<file path="config.mk">
export PLATFORM = sky130hd
export DESIGN_NAME = encoder_checkbit_multiturn_count_core
export DESIGN_NICKNAME = d
export VERILOG_FILES = /design/src/ecmc_pkg.sv /design/src/ecmc_front.sv /design/src/ecmc_queue.sv /design/src/ecmc_back.sv /design/src/encoder_checkbit_multiturn_count_core.sv
export SDC_FILE = /design/constraint.sdc
export NUM_CORES = 1
export LEC_CHECK = 0
export BUFFER_PORTS_ARGS = -buffer_cell sky130_fd_sc_hd__buf_2
export CAP_MARGIN = 30
export CORE_MARGIN = 2
export CORE_UTILIZATION = 60
export CTS_CLUSTER_SIZE = 12
export DETAILED_ROUTE_END_ITERATION = 12
export PLACE_DENSITY = 0.84
export SYNTH_ARGS = -nofsm -noshare
export SYNTH_HDL_FRONTEND = slang
export SYNTH_SLANG_ARGS = --single-unit
</file>
<file path="constraint.sdc">
create_clock -name i_clk -period 9.3 [get_ports i_clk]
set_clock_uncertainty 0.05 [all_clocks]
set_input_delay 0.465 -clock i_clk [delete_from_list [all_inputs] [get_ports i_clk]]
set_output_delay 0.465 -clock i_clk [all_outputs]
set_load 0.02 [all_outputs]
</file>
<file path="src/ecmc_pkg.sv">
// ============================================================================
// ecmc_pkg: shared types and constants for the encoder multiturn count core
// Check-bit masks, the classified frame record and the check-bit function.
// ============================================================================
package ecmc_pkg;

    localparam int WordWidth   = 16;
    localparam int AngleWidth  = 12;
    localparam int RawTurnBits = 14;
    localparam int TurnsWidth  = 15;
    localparam int TrackWidth  = 20;
    localparam int TotalWidth  = 32;

    // Data bits covered by the odd (bit 15) and even (bit 14) check bits.
    localparam logic [WordWidth-1:0] PosOddMask   = 16'h2AA8;
    localparam logic [WordWidth-1:0] PosEvenMask  = 16'h1554;
    localparam logic [WordWidth-1:0] TurnOddMask  = 16'h2AAA;
    localparam logic [WordWidth-1:0] TurnEvenMask = 16'h1555;

    localparam logic [RawTurnBits-1:0] TurnWrapLimit = 14'd8000;
    localparam logic [15:0]            TurnWrapSpan  = 16'd16384;

    localparam logic signed [TrackWidth-1:0] TrackMax = 20'sh7FFFF;
    localparam logic signed [TrackWidth-1:0] TrackMin = 20'sh80000;

    typedef struct packed {
        logic                         frame_ok;
        logic [AngleWidth-1:0]        angle;
        logic signed [TurnsWidth-1:0] turns;
    } t_frame;

    // Each check bit must equal the inverted XOR of the bits it covers.
    function automatic logic word_ok(input logic [WordWidth-1:0] w,
                                     input logic [WordWidth-1:0] odd_mask,
                                     input logic [WordWidth-1:0] even_mask);
        logic odd_bit;
        logic even_bit;
        odd_bit  = ~^(w & odd_mask);
        even_bit = ~^(w & even_mask);
        return (w[15] == odd_bit) && (w[14] == even_bit);
    endfunction

endpackage

</file>
<file path="src/ecmc_front.sv">
// ============================================================================
// ecmc_front: request intake and frame classification
// Checks both reply words and extracts the angle and wrapped turn value.
// ============================================================================
module ecmc_front (
    input  logic                          i_in_valid,
    input  logic [15:0]                   i_position_word,
    input  logic [15:0]                   i_turns_word,
    input  logic                          i_queue_full,
    output logic                          o_in_stall,
    output logic                          o_push,
    output ecmc_pkg::t_frame              o_frame
);
    import ecmc_pkg::*;

    logic [RawTurnBits-1:0] raw_turns;
    logic [15:0]            wrapped;

    assign raw_turns = i_turns_word[RawTurnBits-1:0];

    always_comb begin
        if (raw_turns > TurnWrapLimit) begin
            wrapped = {2'b00, raw_turns} - TurnWrapSpan + 16'd1;
        end else begin
            wrapped = {2'b00, raw_turns} + 16'd1;
        end
    end

    assign o_frame.frame_ok = word_ok(i_position_word, PosOddMask, PosEvenMask)
                            && word_ok(i_turns_word, TurnOddMask, TurnEvenMask);
    assign o_frame.angle    = i_position_word[13:2];
    assign o_frame.turns    = wrapped[TurnsWidth-1:0];

    assign o_in_stall = i_queue_full;
    assign o_push     = i_in_valid && !i_queue_full;

endmodule

</file>
<file path="src/ecmc_queue.sv">
// ============================================================================
// ecmc_queue: two-entry queue of classified frames
// Decouples request intake from the tracking back end.
// ============================================================================
module ecmc_queue (
    input  logic             i_clk,
    input  logic             i_rst_n,
    input  logic             i_push,
    input  ecmc_pkg::t_frame i_frame,
    input  logic             i_pop,
    output logic             o_full,
    output logic             o_valid,
    output ecmc_pkg::t_frame o_frame
);
    import ecmc_pkg::*;

    t_frame     r_mem [2];
    logic       r_wr_ptr;
    logic       r_rd_ptr;
    logic [1:0] r_count;
    logic       n_wr_ptr;
    logic       n_rd_ptr;
    logic [1:0] n_count;

    always_comb begin
        n_wr_ptr = i_push ? ~r_wr_ptr : r_wr_ptr;
        n_rd_ptr = i_pop ? ~r_rd_ptr : r_rd_ptr;
        n_count  = r_count + {1'b0, i_push} - {1'b0, i_pop};
    end

    always_ff @(posedge i_clk) begin
        if (!i_rst_n) begin
            r_wr_ptr <= 1'b0;
            r_rd_ptr <= 1'b0;
            r_count  <= 2'd0;
        end else begin
            r_wr_ptr <= n_wr_ptr;
            r_rd_ptr <= n_rd_ptr;
            r_count  <= n_count;
        end
    end

    always_ff @(posedge i_clk) begin
        if (i_push) begin
            r_mem[r_wr_ptr] <= i_frame;
        end
    end

    assign o_full  = r_count[1];
    assign o_valid = (r_count != 2'd0);
    assign o_frame = r_mem[r_rd_ptr];

endmodule

</file>
<file path="src/ecmc_back.sv">
// ============================================================================
// ecmc_back: turn tracking and result register
// Updates the accumulated turn count and forms the total count per frame.
// ============================================================================
module ecmc_back (
    input  logic             i_clk,
    input  logic             i_rst_n,
    input  logic             i_q_valid,
    input  ecmc_pkg::t_frame i_frame,
    output logic             o_pop,
    input  logic             i_out_stall,
    output logic             o_out_valid,
    output logic             o_frame_ok,
    output logic [11:0]      o_angle,
    output logic signed [14:0] o_device_turns,
    output logic signed [19:0] o_tracked_turns,
    output logic signed [31:0] o_total_count
);
    import ecmc_pkg::*;

    logic                         r_out_valid;
    logic                         r_frame_ok;
    logic                         r_seen;
    logic signed [TurnsWidth-1:0] r_prev;
    logic signed [TrackWidth-1:0] r_acc;
    logic [AngleWidth-1:0]        r_angle;
    logic signed [TurnsWidth-1:0] r_turns;
    logic signed [TotalWidth-1:0] r_total;

    logic                         n_out_valid;
    logic signed [TrackWidth-1:0] n_acc;
    logic signed [TotalWidth-1:0] n_total;
    logic signed [15:0]           diff;
    logic signed [TrackWidth:0]   acc_sum;
    logic [32:0]                  total_wide;

    assign o_pop = i_q_valid && (!r_out_valid || !i_out_stall);

    always_comb begin
        diff    = {i_frame.turns[TurnsWidth-1], i_frame.turns}
                - {r_prev[TurnsWidth-1], r_prev};
        acc_sum = {r_acc[TrackWidth-1], r_acc}
                + {{(TrackWidth-15){diff[15]}}, diff};
        n_acc   = r_acc;
        if (r_seen && (diff > -16'sd3) && (diff < 16'sd3)) begin
            if (acc_sum[TrackWidth] != acc_sum[TrackWidth-1]) begin
                n_acc = acc_sum[TrackWidth] ? TrackMin : TrackMax;
            end else begin
                n_acc = acc_sum[TrackWidth-1:0];
            end
        end
        // Multiplying by 4095 is a shift by twelve less one copy.
        total_wide = {n_acc[TrackWidth-1], n_acc, 12'd0}
                   - {{13{n_acc[TrackWidth-1]}}, n_acc}
                   + {21'd0, i_frame.angle};
        n_total    = total_wide[TotalWidth-1:0];
    end

    always_comb begin
        if (o_pop) begin
            n_out_valid = 1'b1;
        end else if (!i_out_stall) begin
            n_out_valid = 1'b0;
        end else begin
            n_out_valid = r_out_valid;
        end
    end

    always_ff @(posedge i_clk) begin
        if (!i_rst_n) begin
            r_out_valid <= 1'b0;
            r_frame_ok  <= 1'b0;
            r_seen      <= 1'b0;
            r_prev      <= '0;
            r_acc       <= '0;
            r_angle     <= '0;
            r_turns     <= '0;
            r_total     <= '0;
        end else begin
            r_out_valid <= n_out_valid;
            if (o_pop) begin
                r_frame_ok <= i_frame.frame_ok;
                if (i_frame.frame_ok) begin
                    r_seen  <= 1'b1;
                    r_prev  <= i_frame.turns;
                    r_acc   <= n_acc;
                    r_angle <= i_frame.angle;
                    r_turns <= i_frame.turns;
                    r_total <= n_total;
                end
            end
        end
    end

    assign o_out_valid     = r_out_valid;
    assign o_frame_ok      = r_frame_ok;
    assign o_angle         = r_angle;
    assign o_device_turns  = r_turns;
    assign o_tracked_turns = r_acc;
    assign o_total_count   = r_total;

    a_fail_holds: assert property (@(posedge i_clk) disable iff (!i_rst_n)
        (o_pop && !i_frame.frame_ok) |=> ($stable(r_acc) && $stable(r_total)))
        else $error("failed frame changed the held count");

    a_first_seeds: assert property (@(posedge i_clk) disable iff (!i_rst_n)
        (o_pop && i_frame.frame_ok && !r_seen) |=> (r_seen && $stable(r_acc)))
        else $error("first valid frame changed the accumulated turns");

    a_pop_shows: assert property (@(posedge i_clk) disable iff (!i_rst_n)
        o_pop |=> r_out_valid)
        else $error("popped frame did not reach the result register");

    a_no_seen_no_acc: assert property (@(posedge i_clk) disable iff (!i_rst_n)
        !r_seen |-> (r_acc == '0))
        else $error("turns accumulated before the first valid frame");

endmodule

</file>
<file path="src/encoder_checkbit_multiturn_count_core.sv">
// ============================================================================
// encoder_checkbit_multiturn_count_core: absolute encoder multiturn counter
// Checks encoder reply words and tracks a saturating multiturn count.
// ============================================================================
// Each request carries the raw position and turns reply words of an absolute
// encoder and yields exactly one result. A frame whose check bits fail gives
// frame_ok low and repeats the last good values. Requests are taken one per
// clock while input stall is low: the front checks the words and writes a
// two-entry queue, and the back updates the turn tracking and loads the
// result register, so a request's result passes through the queue and then
// the result register. Input stall rises only while the queue is full.
module encoder_checkbit_multiturn_count_core (
    input  logic               i_clk,
    input  logic               i_rst_n,
    input  logic               i_in_valid,
    output logic               o_in_stall,
    input  logic [15:0]        i_position_word,
    input  logic [15:0]        i_turns_word,
    output logic               o_out_valid,
    input  logic               i_out_stall,
    output logic               o_frame_ok,
    output logic [11:0]        o_angle,
    output logic signed [14:0] o_device_turns,
    output logic signed [19:0] o_tracked_turns,
    output logic signed [31:0] o_total_count
);
    import ecmc_pkg::*;

    t_frame front_frame;
    t_frame head_frame;
    logic   push;
    logic   pop;
    logic   queue_full;
    logic   queue_valid;

    ecmc_front u_front (
        .i_in_valid      (i_in_valid),
        .i_position_word (i_position_word),
        .i_turns_word    (i_turns_word),
        .i_queue_full    (queue_full),
        .o_in_stall      (o_in_stall),
        .o_push          (push),
        .o_frame         (front_frame)
    );

    ecmc_queue u_queue (
        .i_clk   (i_clk),
        .i_rst_n (i_rst_n),
        .i_push  (push),
        .i_frame (front_frame),
        .i_pop   (pop),
        .o_full  (queue_full),
        .o_valid (queue_valid),
        .o_frame (head_frame)
    );

    ecmc_back u_back (
        .i_clk           (i_clk),
        .i_rst_n         (i_rst_n),
        .i_q_valid       (queue_valid),
        .i_frame         (head_frame),
        .o_pop           (pop),
        .i_out_stall     (i_out_stall),
        .o_out_valid     (o_out_valid),
        .o_frame_ok      (o_frame_ok),
        .o_angle         (o_angle),
        .o_device_turns  (o_device_turns),
        .o_tracked_turns (o_tracked_turns),
        .o_total_count   (o_total_count)
    );

endmodule
</file>
# Word level (Yosys, flattened, before mapping)
# Memory sizes are Yosys's and may differ from the RTL's. A register that Yosys moved wholly into a read port is not among the register bits.
# Cells that the tools add are included.
[classes]
addsub = 9
mux = 10
bitwise_logic = 2
reduce_logical = 17
eq_ne = 6
order_cmp = 3
[ops]
columns = ["op", "count"]
rows = [
  ["$reduce_xnor A16 Y1", 4],
  ["$mux W20", 3],
  ["$add A32 B12 Y32", 1],
  ["$sub A32 B20 Y32", 1],
  ["$add A20 B16 Y21", 1],
  ["$gt A16 B3 Y1 const B", 1],
  ["$lt A16 B3 Y1 const B", 1],
  ["$sub A15 B15 Y16", 1],
  ["$add A14 B1 Y15 const B", 1],
  ["$add A15 B1 Y15 const B", 1],
  ["$mux W15", 1],
  ["$sub A14 B15 Y15 const B", 1],
  ["$gt A14 B13 Y1 const B", 1],
  ["$logic_and A1 B1 Y1", 7],
  ["$mux W1", 6],
  ["$eq A1 B1 Y1", 4],
  ["$logic_not A1 Y1", 3],
  ["$add A2 B1 Y2", 1],
  ["$ne A2 B1 Y1 const B", 1],
  ["$not A1 Y1", 2],
  ["$reduce_and A2 Y1", 1],
  ["$reduce_bool A2 Y1", 1],
  ["$sub A2 B1 Y2", 1],
  ["$logic_or A1 B1 Y1", 1],
  ["$ne A1 B1 Y1", 1],
]
[totals]
register_bits = 86
inputBits = 36
output_inout_bits = 82
elab_cells = 58
mem_bits_rw = 56
mem_count = 1
[memory_table]
columns = ["memory", "words", "word_bits", "rd", "rd_clocked_by_memory_dff", "wr", "line_no", "text"]
rows = [
  ["u_queue.r_mem", 2, 28, 1, 1, 1, "ecmc_queue.sv:17", "t_frame r_mem [2];"],
]

# Logic depth before layout (Yosys ltp)
# Gate-level depths: netlist of run 1.
[logic_depth]
depth_word = 7
mapped_depth = 35
mapped_depth_nobuf = 33

# By module
# A second synthesis of run 1 with hierarchy kept.
[unflattened]
cells_unflattened = 1127
area_unflattened_um2 = 9888.2
[modules_own_cells]
columns = ["module", "cells_per_inst", "instances", "seq_area_each_um2", "area_each_um2"]
rows = [
  ["ecmc_back", 933, 1, 1641.6, 6904.1],
  ["ecmc_queue", 107, 1, 1781.7, 2344.7],
  ["ecmc_front", 87, 1, 0.0, 639.4],
]

# Least setup slack after synthesis of run 1
# OpenSTA, ideal clock, no wires.
[synth_timing]
kind = "register to register"
start = "register with a tool-made name"
end = "register u_back.r_total[23] (netlist: u_back.o_total_count[23])"
n_path_buf = 2
required_time_ns = 9.128
synth_period_minus_slack_ns = 7.675
arrival_ns = 7.503
stages_incl_launch_ff = 36
slack_ns = 1.625
setup_ns = 0.122
path_cell_list = "dfxtp_1 > clkbuf_1 > buf_1 > mux2i_1 > ha_1 > inv_1 > fa_1 > a21o_1 > a221oi_4 > nor2_1 > o41ai_2 > xnor2_1 > ha_1 > a21oi_1 > o21ai_0 > o211ai_1 > a21oi_1 > mux2_2 > maj3_1 > mux2_2 > inv_1 > ha_1 > inv_1 > o31ai_1 > a21o_1 > a21o_1 > a21o_1 > a21oi_1 > o21ai_0 > a21oi_1 > o31ai_2 > a31oi_1 > a21oi_1 > a41oi_2 > nor4b_1 > a311o_1"
[synth_rtl]
columns = ["item", "line_no", "text"]
rows = [
  ["to (signal assigned)", "ecmc_back.sv:89", "r_total <= n_total;"],
  ["to (decl)", "ecmc_back.sv:28", "logic signed [TotalWidth-1:0] r_total;"],
]

==> metrics, run 1 <==
mean area per synthesized cell=9.17 µm²; TritonCTS clock tree=done; crit-path max FO=11; number of synthesized flops with an enable pin=56; max-cap viol count=0; iteration-0 DRC count of the detailed router=574; total of hold buffers inserted after clock tree synthesis=0; unrepaired setup endpoints after global routing=false; flop-to-flop setup slack=just over 0.9 ns; number of cells on the worst hold path=1; cts bufs inserted=17; Total GRT Usage=0.278; number of top-level design ports=between 100 and 150; port buffer count=between 100 and 150; Static Leakage=around 5.2 nW; die outline width=roughly 130 µm; WHS Endpoint=u_queue.r_mem[1][22]$_DFFE_PP_; transition time at the pin with the least slew margin=0.885 ns; clock-pin slew of the registers on the worst-case setup and hold paths=~0.06 ns; peak supply drop=about 220 µV; Max stage delay cell, worst path=sky130_fd_sc_hd__mux2_2; area of all sequential standard cells=around 3400 µm²; Worst-Skew Late Latency=about 0.43 ns; gate count after technology mapping=approximately 1100; number of failing hold endpoints at the final stage=0; critical path required time=roughly 9.6 ns; synth top area cells=sky130_fd_sc_hd__dfxtp_1, sky130_fd_sc_hd__edfxtp_1, sky130_fd_sc_hd__ha_1; Detail Placement HPWL=approximately 17 mm; Inserted Diodes=0; Clock power frac=0.178; PwrDens=328 nW/µm²; clock tree sinks=~140; placeable core region=roughly 16000 µm²; number of detailed-routing iterations run before antenna repair=5; FILL cells=1224; die height=132 µm; sequential share of the synthesized area=0.346; hold wc startpoint=i_position_word[9]; logic gate share of total power=0.593; Seq cells post-synth=between 100 and 150; sequential fraction of design power=0.229; Layout Nets=between 1000 and 1500; Critical Path Source Type=flip-flop; top flip-flop cell by instance count after synthesis=sky130_fd_sc_hd__dfxtp_1; critical path's largest stage delay=just under 0.5 ns; Max transition margin=0.399; area fraction of the dominant cell type after synthesis=0.176; Worst Reg2Reg Path Length in Cells=32; first-pass GRT wire length=slightly below 40 mm; run status=finished, final reports clean; minimum clock period=8.37 ns; number of instances resized during post-cts repair=0; final RePlAce weighted congestion=0.911; nature of the critical path endpoint=flip-flop; Die Outline Area=~18000 µm²; Multi-input gate area=between 6000 and 7000 µm²; maximum root-to-sink buffer count=2; sum of negative setup slack=0 ns; fraction of final layout cells with drive strength greater than 1=0.177; commonest cells after routing, fill and taps aside=sky130_fd_sc_hd__nand2_1, sky130_fd_sc_hd__buf_2, sky130_fd_sc_hd__dfxtp_1; Root Buffer Master=sky130_fd_sc_hd__clkbuf_16; overall via count from detail_route=~8400; placement row count=46; worst reg2reg endpoint=u_back.o_total_count[23]$_SDFFE_PN0P_; CTS H-tree depth=4; critical path start-end classification=reg2reg; Crit path top cell by count=sky130_fd_sc_hd__a21oi_1; detailed-route wire length per cell=17.1 µm; YS warnings=0; Unique masters post-synth=just under 80; overflow left after global routing=0; drt via density=5.97; cell area after technology mapping=9910 µm²; fraction of power spent switching nets=0.455; antenna violations before repair=0; share of flip-flops with an asynchronous set or reset=0; largest net degree at the start of global routing=98; area added between synthesis and finish=13.6%; cell type with the highest aggregate area in the netlist=sky130_fd_sc_hd__dfxtp_1; total power draw=approximately 0.0037 W; post-route antenna net violation count=0; Initial Util=0.619; net switching component of the power=0.00168 W; total setup violations reported at the end of the flow=0; final routed DRC violation total=0; peak clock frequency supported by timing=~120 MHz; # Post-CTS Setup Buffers=0; Final Slew Violations=0; Internal Pwr Total=a little over 0.002 W; Hold Crit Class=in2reg; most common cell after layout, fill and taps aside=sky130_fd_sc_hd__nand2_1; drt total wl=around 24 mm; Syn Nets=between 1000 and 1500; vias in the first global route=7980; share of the cycle needed by the critical path after routing=0.900; endpoint arrival time on the critical path=roughly 8.6 ns
==> critical path, delay by kind of cell (launching register included) <==
family	cells	cell delay, ns
AO/OA/AOI/OAI	19	4.18
adder cells (fa/ha/maj)	4	1.43
multiplexers	3	1.08
AND/OR/NAND/NOR	3	0.66
flip-flops	1	0.33
buffers and inverters	2	0.28
XOR/XNOR	1	0.24
==> per-layer routing <==
| metal | routed length, µm | part of all wire | global-route usage |
|---|---|---|---|
| met1 | 10400 | 0.43 | 0.344 |
| met2 | 11600 | 0.48 | 0.468 |
| met3 | 1200 | 0.050 | 0.0529 |
| met4 | 886 | 0.037 | 0.131 |
| met5 | 0 | 0 | 0 |
==> area by class of cell <==
cell class,instances,share of cell area
clock inverter,13,0.0106
clock buffer,19,0.0402
tap,216,0.0240
sequential,143,0.304
multi-input combinational,838,0.544
inverter,57,0.0190
timing repair buffer,123,0.0582
==> metrics by stage <==
stage                     utilization  setup slack (ns)  cells  hold slack (ns)  area (µm²)
after floorplan                     -              1.62   1080            0.412        9910
after CTS                       0.703              1.03   1409            0.188       11300
final                           0.703             0.933   1409            0.205       11300
after global routing            0.703             0.224   1409            0.187       11300
after detailed placement        0.668              1.16   1377            0.407       10700
after global placement          0.666              1.35   1376            0.399       10700
==> registers in the layout, summed over array words and instances (netlist names), named ones only <==
| signal | cells |
|---|---|
| u_queue.r_mem | 56 |
| u_back.o_total_count | 32 |
| u_back.o_tracked_turns | 20 |
| u_back.r_prev | 15 |
| u_back.o_angle | 12 |
| u_queue.r_count | 2 |
| u_back.o_frame_ok | 1 |
| u_back.o_out_valid | 1 |
| u_back.r_seen | 1 |
| u_queue.r_rd_ptr | 1 |
| u_queue.r_wr_ptr | 1 |
==> worst max-delay path by stage <==
stage | endpoint | slack, ns | start
2_1_floorplan | u_back.o_total_count[23]$_SDFFE_PN0P_ | 1.62 | flip-flop
3_3_place_gp | u_back.o_total_count[23]$_SDFFE_PN0P_ | 1.35 | flip-flop
3_5_place_dp | u_back.o_total_count[23]$_SDFFE_PN0P_ | 1.16 | flip-flop
4_1_cts | u_back.o_total_count[23]$_SDFFE_PN0P_ | 1.03 | flip-flop
5_1_grt | u_back.o_total_count[23]$_SDFFE_PN0P_ | 0.22 | flip-flop
6_report | u_back.o_total_count[23]$_SDFFE_PN0P_ | 0.93 | flip-flop
==> power by group through the flow <==
stage,registers [W],clock network [W],logic [W]
floorplan,0.000952,0,0.00157
global placement,0.000849,0,0.00208
detailed placement,0.000856,0,0.00215
CTS,0.000846,0.000666,0.00217
global route,0.000859,0.000691,0.00241
finish,0.000846,0.000658,0.00219
==> synthesized netlist by cell type (3+ instances only) <==
| master | count |
|---|---|
| sky130_fd_sc_hd__nand2_1 | 133 |
| sky130_fd_sc_hd__dfxtp_1 | 87 |
| sky130_fd_sc_hd__ha_1 | 70 |
| sky130_fd_sc_hd__o21ai_0 | 69 |
| sky130_fd_sc_hd__xnor2_1 | 63 |
| sky130_fd_sc_hd__inv_1 | 57 |
| sky130_fd_sc_hd__edfxtp_1 | 56 |
| sky130_fd_sc_hd__a21oi_1 | 51 |
| sky130_fd_sc_hd__a21o_1 | 41 |
| sky130_fd_sc_hd__clkbuf_1 | 39 |
| sky130_fd_sc_hd__nor2_1 | 37 |
| sky130_fd_sc_hd__mux2_2 | 35 |
| sky130_fd_sc_hd__and2_1 | 33 |
| sky130_fd_sc_hd__xor2_1 | 30 |
| sky130_fd_sc_hd__nand3_1 | 29 |
| sky130_fd_sc_hd__a21boi_0 | 24 |
| sky130_fd_sc_hd__o211a_1 | 22 |
| sky130_fd_sc_hd__mux2i_1 | 19 |
| sky130_fd_sc_hd__and3_1 | 16 |
| sky130_fd_sc_hd__maj3_1 | 15 |
| sky130_fd_sc_hd__nor2b_1 | 12 |
| sky130_fd_sc_hd__o21a_1 | 11 |
| sky130_fd_sc_hd__a31oi_1 | 10 |
| sky130_fd_sc_hd__nand4_1 | 7 |
| sky130_fd_sc_hd__o31ai_1 | 7 |
| sky130_fd_sc_hd__a211oi_1 | 6 |
| sky130_fd_sc_hd__nand2b_1 | 6 |
| sky130_fd_sc_hd__nor3_1 | 5 |
| sky130_fd_sc_hd__nor4_1 | 5 |
| sky130_fd_sc_hd__o211ai_1 | 5 |
| sky130_fd_sc_hd__o21bai_1 | 5 |
| sky130_fd_sc_hd__and4_1 | 4 |
| sky130_fd_sc_hd__a31o_2 | 3 |
| sky130_fd_sc_hd__buf_1 | 3 |
| sky130_fd_sc_hd__nand3b_1 | 3 |
| sky130_fd_sc_hd__nor3b_1 | 3 |
| sky130_fd_sc_hd__nor4b_1 | 3 |
| sky130_fd_sc_hd__o2111ai_1 | 3 |
| sky130_fd_sc_hd__o21ai_1 | 3 |
| sky130_fd_sc_hd__o31a_1 | 3 |
==> cells by family (layout without fill, tap and decap cells) <==
family	after synthesis	count (layout)	share of synthesized area
multiplexers	57	57	0.0649
flip-flops	143	143	0.346
buffers and inverters	99	212	0.0375
AND/OR/NAND/NOR	307	307	0.152
XOR/XNOR	93	93	0.0822
AO/OA/AOI/OAI	294	294	0.210
adder cells (fa/ha/maj)	87	87	0.108
Note: power is estimated with default switching activity, not from simulation.
==> run 2, diff against run 1 <==
- SYNTH_HIERARCHICAL: not set -> 1
==> metrics, run 2 <==
run status=finished, final reports clean; most common cell after layout, fill and taps aside=sky130_fd_sc_hd__nand2_1; number of synthesized flops with an enable pin=56; Root Buffer Master=sky130_fd_sc_hd__clkbuf_16; endpoint arrival time on the critical path=around 8.9 ns; Initial Util=0.618; cell area after technology mapping=roughly 9900 µm²; Worst-Skew Late Latency=between 0.4 and 0.5 ns; max-cap viol count=0; post-route antenna net violation count=0; overall via count from detail_route=8607; most frequent cells after synthesis=sky130_fd_sc_hd__nand2_1, sky130_fd_sc_hd__dfxtp_1, sky130_fd_sc_hd__a21oi_1, sky130_fd_sc_hd__ha_1, sky130_fd_sc_hd__xnor2_1; net switching component of the power=between 0.001 and 0.0015 W; area added between synthesis and finish=12.1%; detailed-route wire length per cell=roughly 17 µm; clock tree sinks=143; first-pass GRT wire length=about 39 mm; drt total wl=around 24 mm; nature of the critical path endpoint=flip-flop; Total GRT Usage=0.279; Critical Path Source Type=flip-flop; # Post-CTS Setup Buffers=0; synth top area cells=sky130_fd_sc_hd__dfxtp_1, sky130_fd_sc_hd__edfxtp_1, sky130_fd_sc_hd__ha_1; drt via density=slightly below 6; sequential fraction of design power=0.256; maximum root-to-sink buffer count=2; fraction of power spent switching nets=0.435; Clock power frac=0.215; Static Leakage=between 4 and 5 nW; final RePlAce weighted congestion=0.939; fraction of final layout cells with drive strength greater than 1=0.177; Worst Reg2Reg Path Length in Cells=30; antenna violations before repair=0; Die Outline Area=17500 µm²; FILL cells=roughly 1300; peak supply drop=slightly above 200 µV; worst reg2reg endpoint=u_back/o_total_count[26]$_SDFFE_PN0P_; Unique masters post-synth=71; Hold Crit Class=in2reg; Layout Nets=around 1300; minimum clock period=8.61 ns; Multi-input gate area=~5900 µm²; flop-to-flop setup slack=between 0.6 and 0.7 ns; number of top-level design ports=118; TritonCTS clock tree=done; clock-pin slew of the registers on the worst-case setup and hold paths=0.07 ns; mean area per synthesized cell=a little under 9 µm²; Syn Nets=roughly 1200; share of the cycle needed by the critical path after routing=0.926; Detail Placement HPWL=between 15 and 20 mm; Max transition margin=0.414; commonest cells after routing, fill and taps aside=sky130_fd_sc_hd__nand2_1, sky130_fd_sc_hd__buf_2, sky130_fd_sc_hd__dfxtp_1; critical path's largest stage delay=0.54 ns; unrepaired setup endpoints after global routing=false; area of all sequential standard cells=approximately 3400 µm²; critical path start-end classification=reg2reg; placeable core region=16000 µm²; placement row count=46; die outline width=132 µm; hold wc startpoint=i_position_word[4]; Worst path top cell family by delay=compound AO/OA/AOI/OAI gates; flip-flop count of the largest register, all copies and words added=between 50 and 60; Inserted Diodes=0; peak clock frequency supported by timing=116 MHz; die height=around 130 µm; Internal Pwr Total=between 0.0015 and 0.002 W; largest net degree at the start of global routing=72; crit-path max FO=11; Reg with most FFs=u_queue/r_mem; top flip-flop cell by instance count after synthesis=sky130_fd_sc_hd__dfxtp_1; Max stage delay cell, worst path=sky130_fd_sc_hd__or4_1; logic gate share of total power=0.529; port buffer count=between 100 and 150; cell type with the highest aggregate area in the netlist=sky130_fd_sc_hd__dfxtp_1; PwrDens=between 200 and 300 nW/µm²; total power draw=between 0.003 and 0.004 W; sum of negative setup slack=0 ns; number of buffers and inverters on the critical path=2; vias in the first global route=between 8000 and 9000; share of flip-flops with an asynchronous set or reset=0; sequential share of the synthesized area=0.346; number of cells on the worst hold path=1; overflow left after global routing=0; YS warnings=6; number of failing hold endpoints at the final stage=0; number of detailed-routing iterations run before antenna repair=6; total setup violations reported at the end of the flow=0; area fraction of the dominant cell type after synthesis=0.176; final routed DRC violation total=0; gate count after technology mapping=~1100; Seq cells post-synth=approximately 140; critical path required time=~9.6 ns; transition time at the pin with the least slew margin=0.876 ns; WHS Endpoint=u_queue/r_mem[0][17]$_DFFE_PP_; cts bufs inserted=17; leading cell type by number of instances after synthesis=sky130_fd_sc_hd__nand2_1; iteration-0 DRC count of the detailed router=a little over 500; Final Slew Violations=0; CTS H-tree depth=4; number of cells on the critical path=30
[run 2: changes by cell type in the layout (fill, tap and decap cells not counted), sizes merged, moves of 18 or more]
| cell | delta |
|---|---|
| o211ai | +24 |
| nand2 | +54 |
| o211a | -20 |
| nand4 | +25 |
| a21oi | +29 |
| o21ai | -18 |
[run 2: power by group through the flow]
stage               logic, W  registers (W)  clock network, W
floorplan            0.00121       0.000885                 0
global placement     0.00160       0.000822                 0
detailed placement   0.00164       0.000826                 0
CTS                  0.00166       0.000814          0.000698
global route         0.00184       0.000824          0.000725
finish               0.00168       0.000814          0.000685
[run 2: layer usage]
| metal | vias up | part of all wire | GRT usage | wire [µm] |
|---|---|---|---|---|
| met5 | - | 0 | 0 | 0 |
| met4 | 0 | 0.028 | 0.113 | 690 |
| met3 | 53 | 0.060 | 0.0507 | 1440 |
| met2 | 307 | 0.48 | 0.466 | 11600 |
| met1 | 4044 | 0.43 | 0.359 | 10500 |
| li1 | 4203 | - | - | - |
[run 2: worst max-delay path by stage]
stage	endpoint	slack [ns]	start
4_1_cts	u_back/o_total_count[26]$_SDFFE_PN0P_	0.16	flip-flop
2_1_floorplan	u_back/o_total_count[26]$_SDFFE_PN0P_	1.53	flip-flop
5_1_grt	u_back/o_total_count[30]$_SDFFE_PN0P_	0.09	flip-flop
6_report	u_back/o_total_count[26]$_SDFFE_PN0P_	0.69	flip-flop
3_5_place_dp	u_back/o_total_count[26]$_SDFFE_PN0P_	0.23	flip-flop
3_3_place_gp	u_back/o_total_count[30]$_SDFFE_PN0P_	0.42	flip-flop
[run 2: kinds of logic (layout without fill, tap and decap cells)]
family | Yosys count | in the layout | synth area share
adders and majority gates | 74 | 74 | 0.0959
buffers and inverters | 114 | 213 | 0.0561
xor gates and xnor gates | 81 | 81 | 0.0731
AOI/OAI and AO/OA | 274 | 274 | 0.182
muxes | 36 | 36 | 0.0476
and+or+nand+nor | 405 | 405 | 0.199
DFF | 143 | 143 | 0.346
[run 2: timing repair]
item / 4_1_cts / 5_1_grt
gates resized for setup: 0 / 4
endpoints found under the setup margin: 0 / 6
hold buffers: 0 / 0
[run 2: layout make-up]
type,count,area share
Multi-Input combinational cell,870,0.535
Clock inverter,15,0.0149
Tap cell,216,0.0244
Inverter,52,0.0176
Timing Repair Buffer,129,0.0614
Clock buffer,17,0.0384
Sequential cell,143,0.309
[run 2: per-stage QoR]
step	instance area (µm²)	std cells	setup slack [ns]	hold WS, ns	utilization
detailed placement	10500	1410	0.228	0.387	0.655
global placement	10500	1410	0.422	0.380	0.655
CTS	11100	1442	0.164	0.175	0.692
finish	11100	1442	0.691	0.193	0.693
floorplan	9890	1127	1.53	0.398	-
global route	11100	1442	0.0945	0.181	0.693
[run 2: worst register-to-register path, delay by kind of cell, from the launching register on]
| family | cells | cell delay (ns) |
|---|---|---|
| xor gates and xnor gates | 2 | 0.34 |
| and+or+nand+nor | 6 | 1.28 |
| DFF | 1 | 0.50 |
| AOI/OAI and AO/OA | 14 | 3.82 |
| buffers and inverters | 2 | 0.38 |
| muxes | 1 | 0.38 |
| adders and majority gates | 5 | 1.77 |
==> run 3, diff against run 2 <==
- CORE_UTILIZATION: 60 -> 31
- PLACE_DENSITY: 0.84 -> 0.5
- SLEW_MARGIN: not set -> 20
==> metrics, run 3 (synthesized netlist as in run 2, its figures left out) <==
final design area excluding fillers=approximately 11000 µm²; minimum clock period=approximately 8.6 ns; total setup violations reported at the end of the flow=0; FILL cells=around 3300; Root Buffer Master=sky130_fd_sc_hd__clkbuf_16; fraction of final layout cells with drive strength greater than 1=0.179; detailed-route wire length per cell=between 15 and 20 µm; Hold Crit Class=in2reg; Setup WS pre-CTS=approximately 0.13 ns; Final Hold Slack=approximately 0.21 ns; flip-flop count of the largest register, all copies and words added=56; die outline width=between 150 and 200 µm; endpoint arrival time on the critical path=approximately 8.9 ns; peak clock frequency supported by timing=116 MHz; iteration-0 DRC count of the detailed router=395; overall via count from detail_route=roughly 8200; clock tree sinks=approximately 140; number of cells on the worst hold path=1; run status=finished, final reports clean; hold wc startpoint=i_position_word[6]; number of failing hold endpoints at the final stage=0; CTS H-tree depth=4; most common cell after layout, fill and taps aside=sky130_fd_sc_hd__nand2_1; area of all sequential standard cells=roughly 3400 µm²; nature of the critical path endpoint=flip-flop; vias in the first global route=just under 8000; Static Leakage=slightly below 5 nW; final worst slack=between 0.7 and 0.8 ns; maximum root-to-sink buffer count=2; sum of negative setup slack=0 ns; largest net degree at the start of global routing=a little over 70; critical path start-end classification=reg2reg; Worst-Skew Late Latency=about 0.43 ns; number of detailed-routing iterations run before antenna repair=5; crit-path max FO=11; Inserted Diodes=0; placed inst area=10700 µm²; overflow left after global routing=0; Initial Util=0.314; cts bufs inserted=17; placeable core region=between 30000 and 40000 µm²; critical path required time=9.57 ns; worst reg2reg endpoint=u_back/o_total_count[30]$_SDFFE_PN0P_; Critical Path Source Type=flip-flop; area added between synthesis and finish=14.6%; die height=183 µm; number of top-level design ports=118; Layout Nets=approximately 1300; Detail Placement HPWL=roughly 20 mm; Reg with most FFs=u_queue/r_mem; Multi-input gate area=about 5900 µm²; final routed DRC violation total=0; Die Outline Area=about 33000 µm²; placement row count=65; post-route antenna net violation count=0; drt via density=5.05; Total GRT Usage=0.163; port buffer count=approximately 120; share of the cycle needed by the critical path after routing=0.924; transition time at the pin with the least slew margin=0.853 ns; clock-pin slew of the registers on the worst-case setup and hold paths=~0.070 ns; final RePlAce weighted congestion=about 0.84; PwrDens=about 280 nW/µm²; Max transition margin=0.426; Worst Reg2Reg Path Length in Cells=31; first-pass GRT wire length=about 43 mm; commonest cells after routing, fill and taps aside=sky130_fd_sc_hd__nand2_1, sky130_fd_sc_hd__buf_2, sky130_fd_sc_hd__dfxtp_1; max-cap viol count=0; TritonCTS clock tree=done; WHS Endpoint=u_queue/r_mem[1][19]$_DFFE_PP_; Final Slew Violations=0; antenna violations before repair=0; peak supply drop=142 µV; critical path's largest stage delay=0.76 ns; flop-to-flop setup slack=between 0.7 and 0.8 ns; drt total wl=between 20 and 30 mm; Max stage delay cell, worst path=sky130_fd_sc_hd__a2111oi_0
[run 3: worst max-delay path by stage]
stage / cells past startpoint / endpoint / slack [ns] / start
final: 31 / u_back/o_total_count[30]$_SDFFE_PN0P_ / 0.70 / flip-flop
after global routing: 34 / u_back/o_total_count[30]$_SDFFE_PN0P_ / -0.08 / flip-flop
after CTS: 30 / u_back/o_total_count[30]$_SDFFE_PN0P_ / 0.12 / flip-flop
after detailed placement: 30 / u_back/o_total_count[30]$_SDFFE_PN0P_ / 0.13 / flip-flop
after global placement: 30 / u_back/o_total_count[30]$_SDFFE_PN0P_ / 0.25 / flip-flop
after floorplan: 33 / u_back/o_total_count[26]$_SDFFE_PN0P_ / 1.53 / flip-flop
[run 3: final cells by class]
cell class	count	area share
clock buffer	17	0.0375
timing repair buffer	133	0.0627
multi-input combinational	870	0.524
inverter	52	0.0172
sequential	143	0.302
tap	402	0.0444
clock inverter	15	0.0126
[run 3: stage by stage]
stage          cells   util  power [W]
2_1_floorplan   1127      -    0.00210
3_3_place_gp    1596  0.341    0.00251
3_5_place_dp    1596  0.341    0.00252
4_1_cts         1628  0.359    0.00322
5_1_grt         1632  0.360    0.00347
6_report        1632  0.360    0.00320
[run 3: layer usage]
metal  share of wire  track usage  wire length, µm  vias up
met5               0            0                0        -
met4           0.013       0.0374              352        0
met3           0.039       0.0235             1060       19
met2            0.46        0.269            12300      171
met1            0.49        0.226            13200     3844
li1                -            -                -     4209
[run 3: critical path, delay by kind of cell (launching register included)]
family,cells,cell delay (ns)
flops,1,0.53
simple gates,6,1.27
compound gates,14,3.62
fa+ha+maj,5,1.76
buf+inv,3,0.56
xor+xnor,1,0.16
mux,2,0.53
[run 3: report_power, final]
| part | switching, W | leakage [nW] | internal (W) |
|---|---|---|---|
| clock network | 0.000329 | 0.278 | 0.000356 |
| registers | 0.0000538 | 1.23 | 0.000757 |
| logic | 0.00104 | 3.35 | 0.000665 |
| total | 0.00142 | 4.86 | 0.00178 |
[run 3: what timing repair did]
| action | CTS | global route |
|---|---|---|
| hold buffers | 0 | 0 |
| endpoints found under the setup margin | 0 | 5 |
| buffers inserted | 0 | 3 |
| gates resized for setup | 0 | 3 |
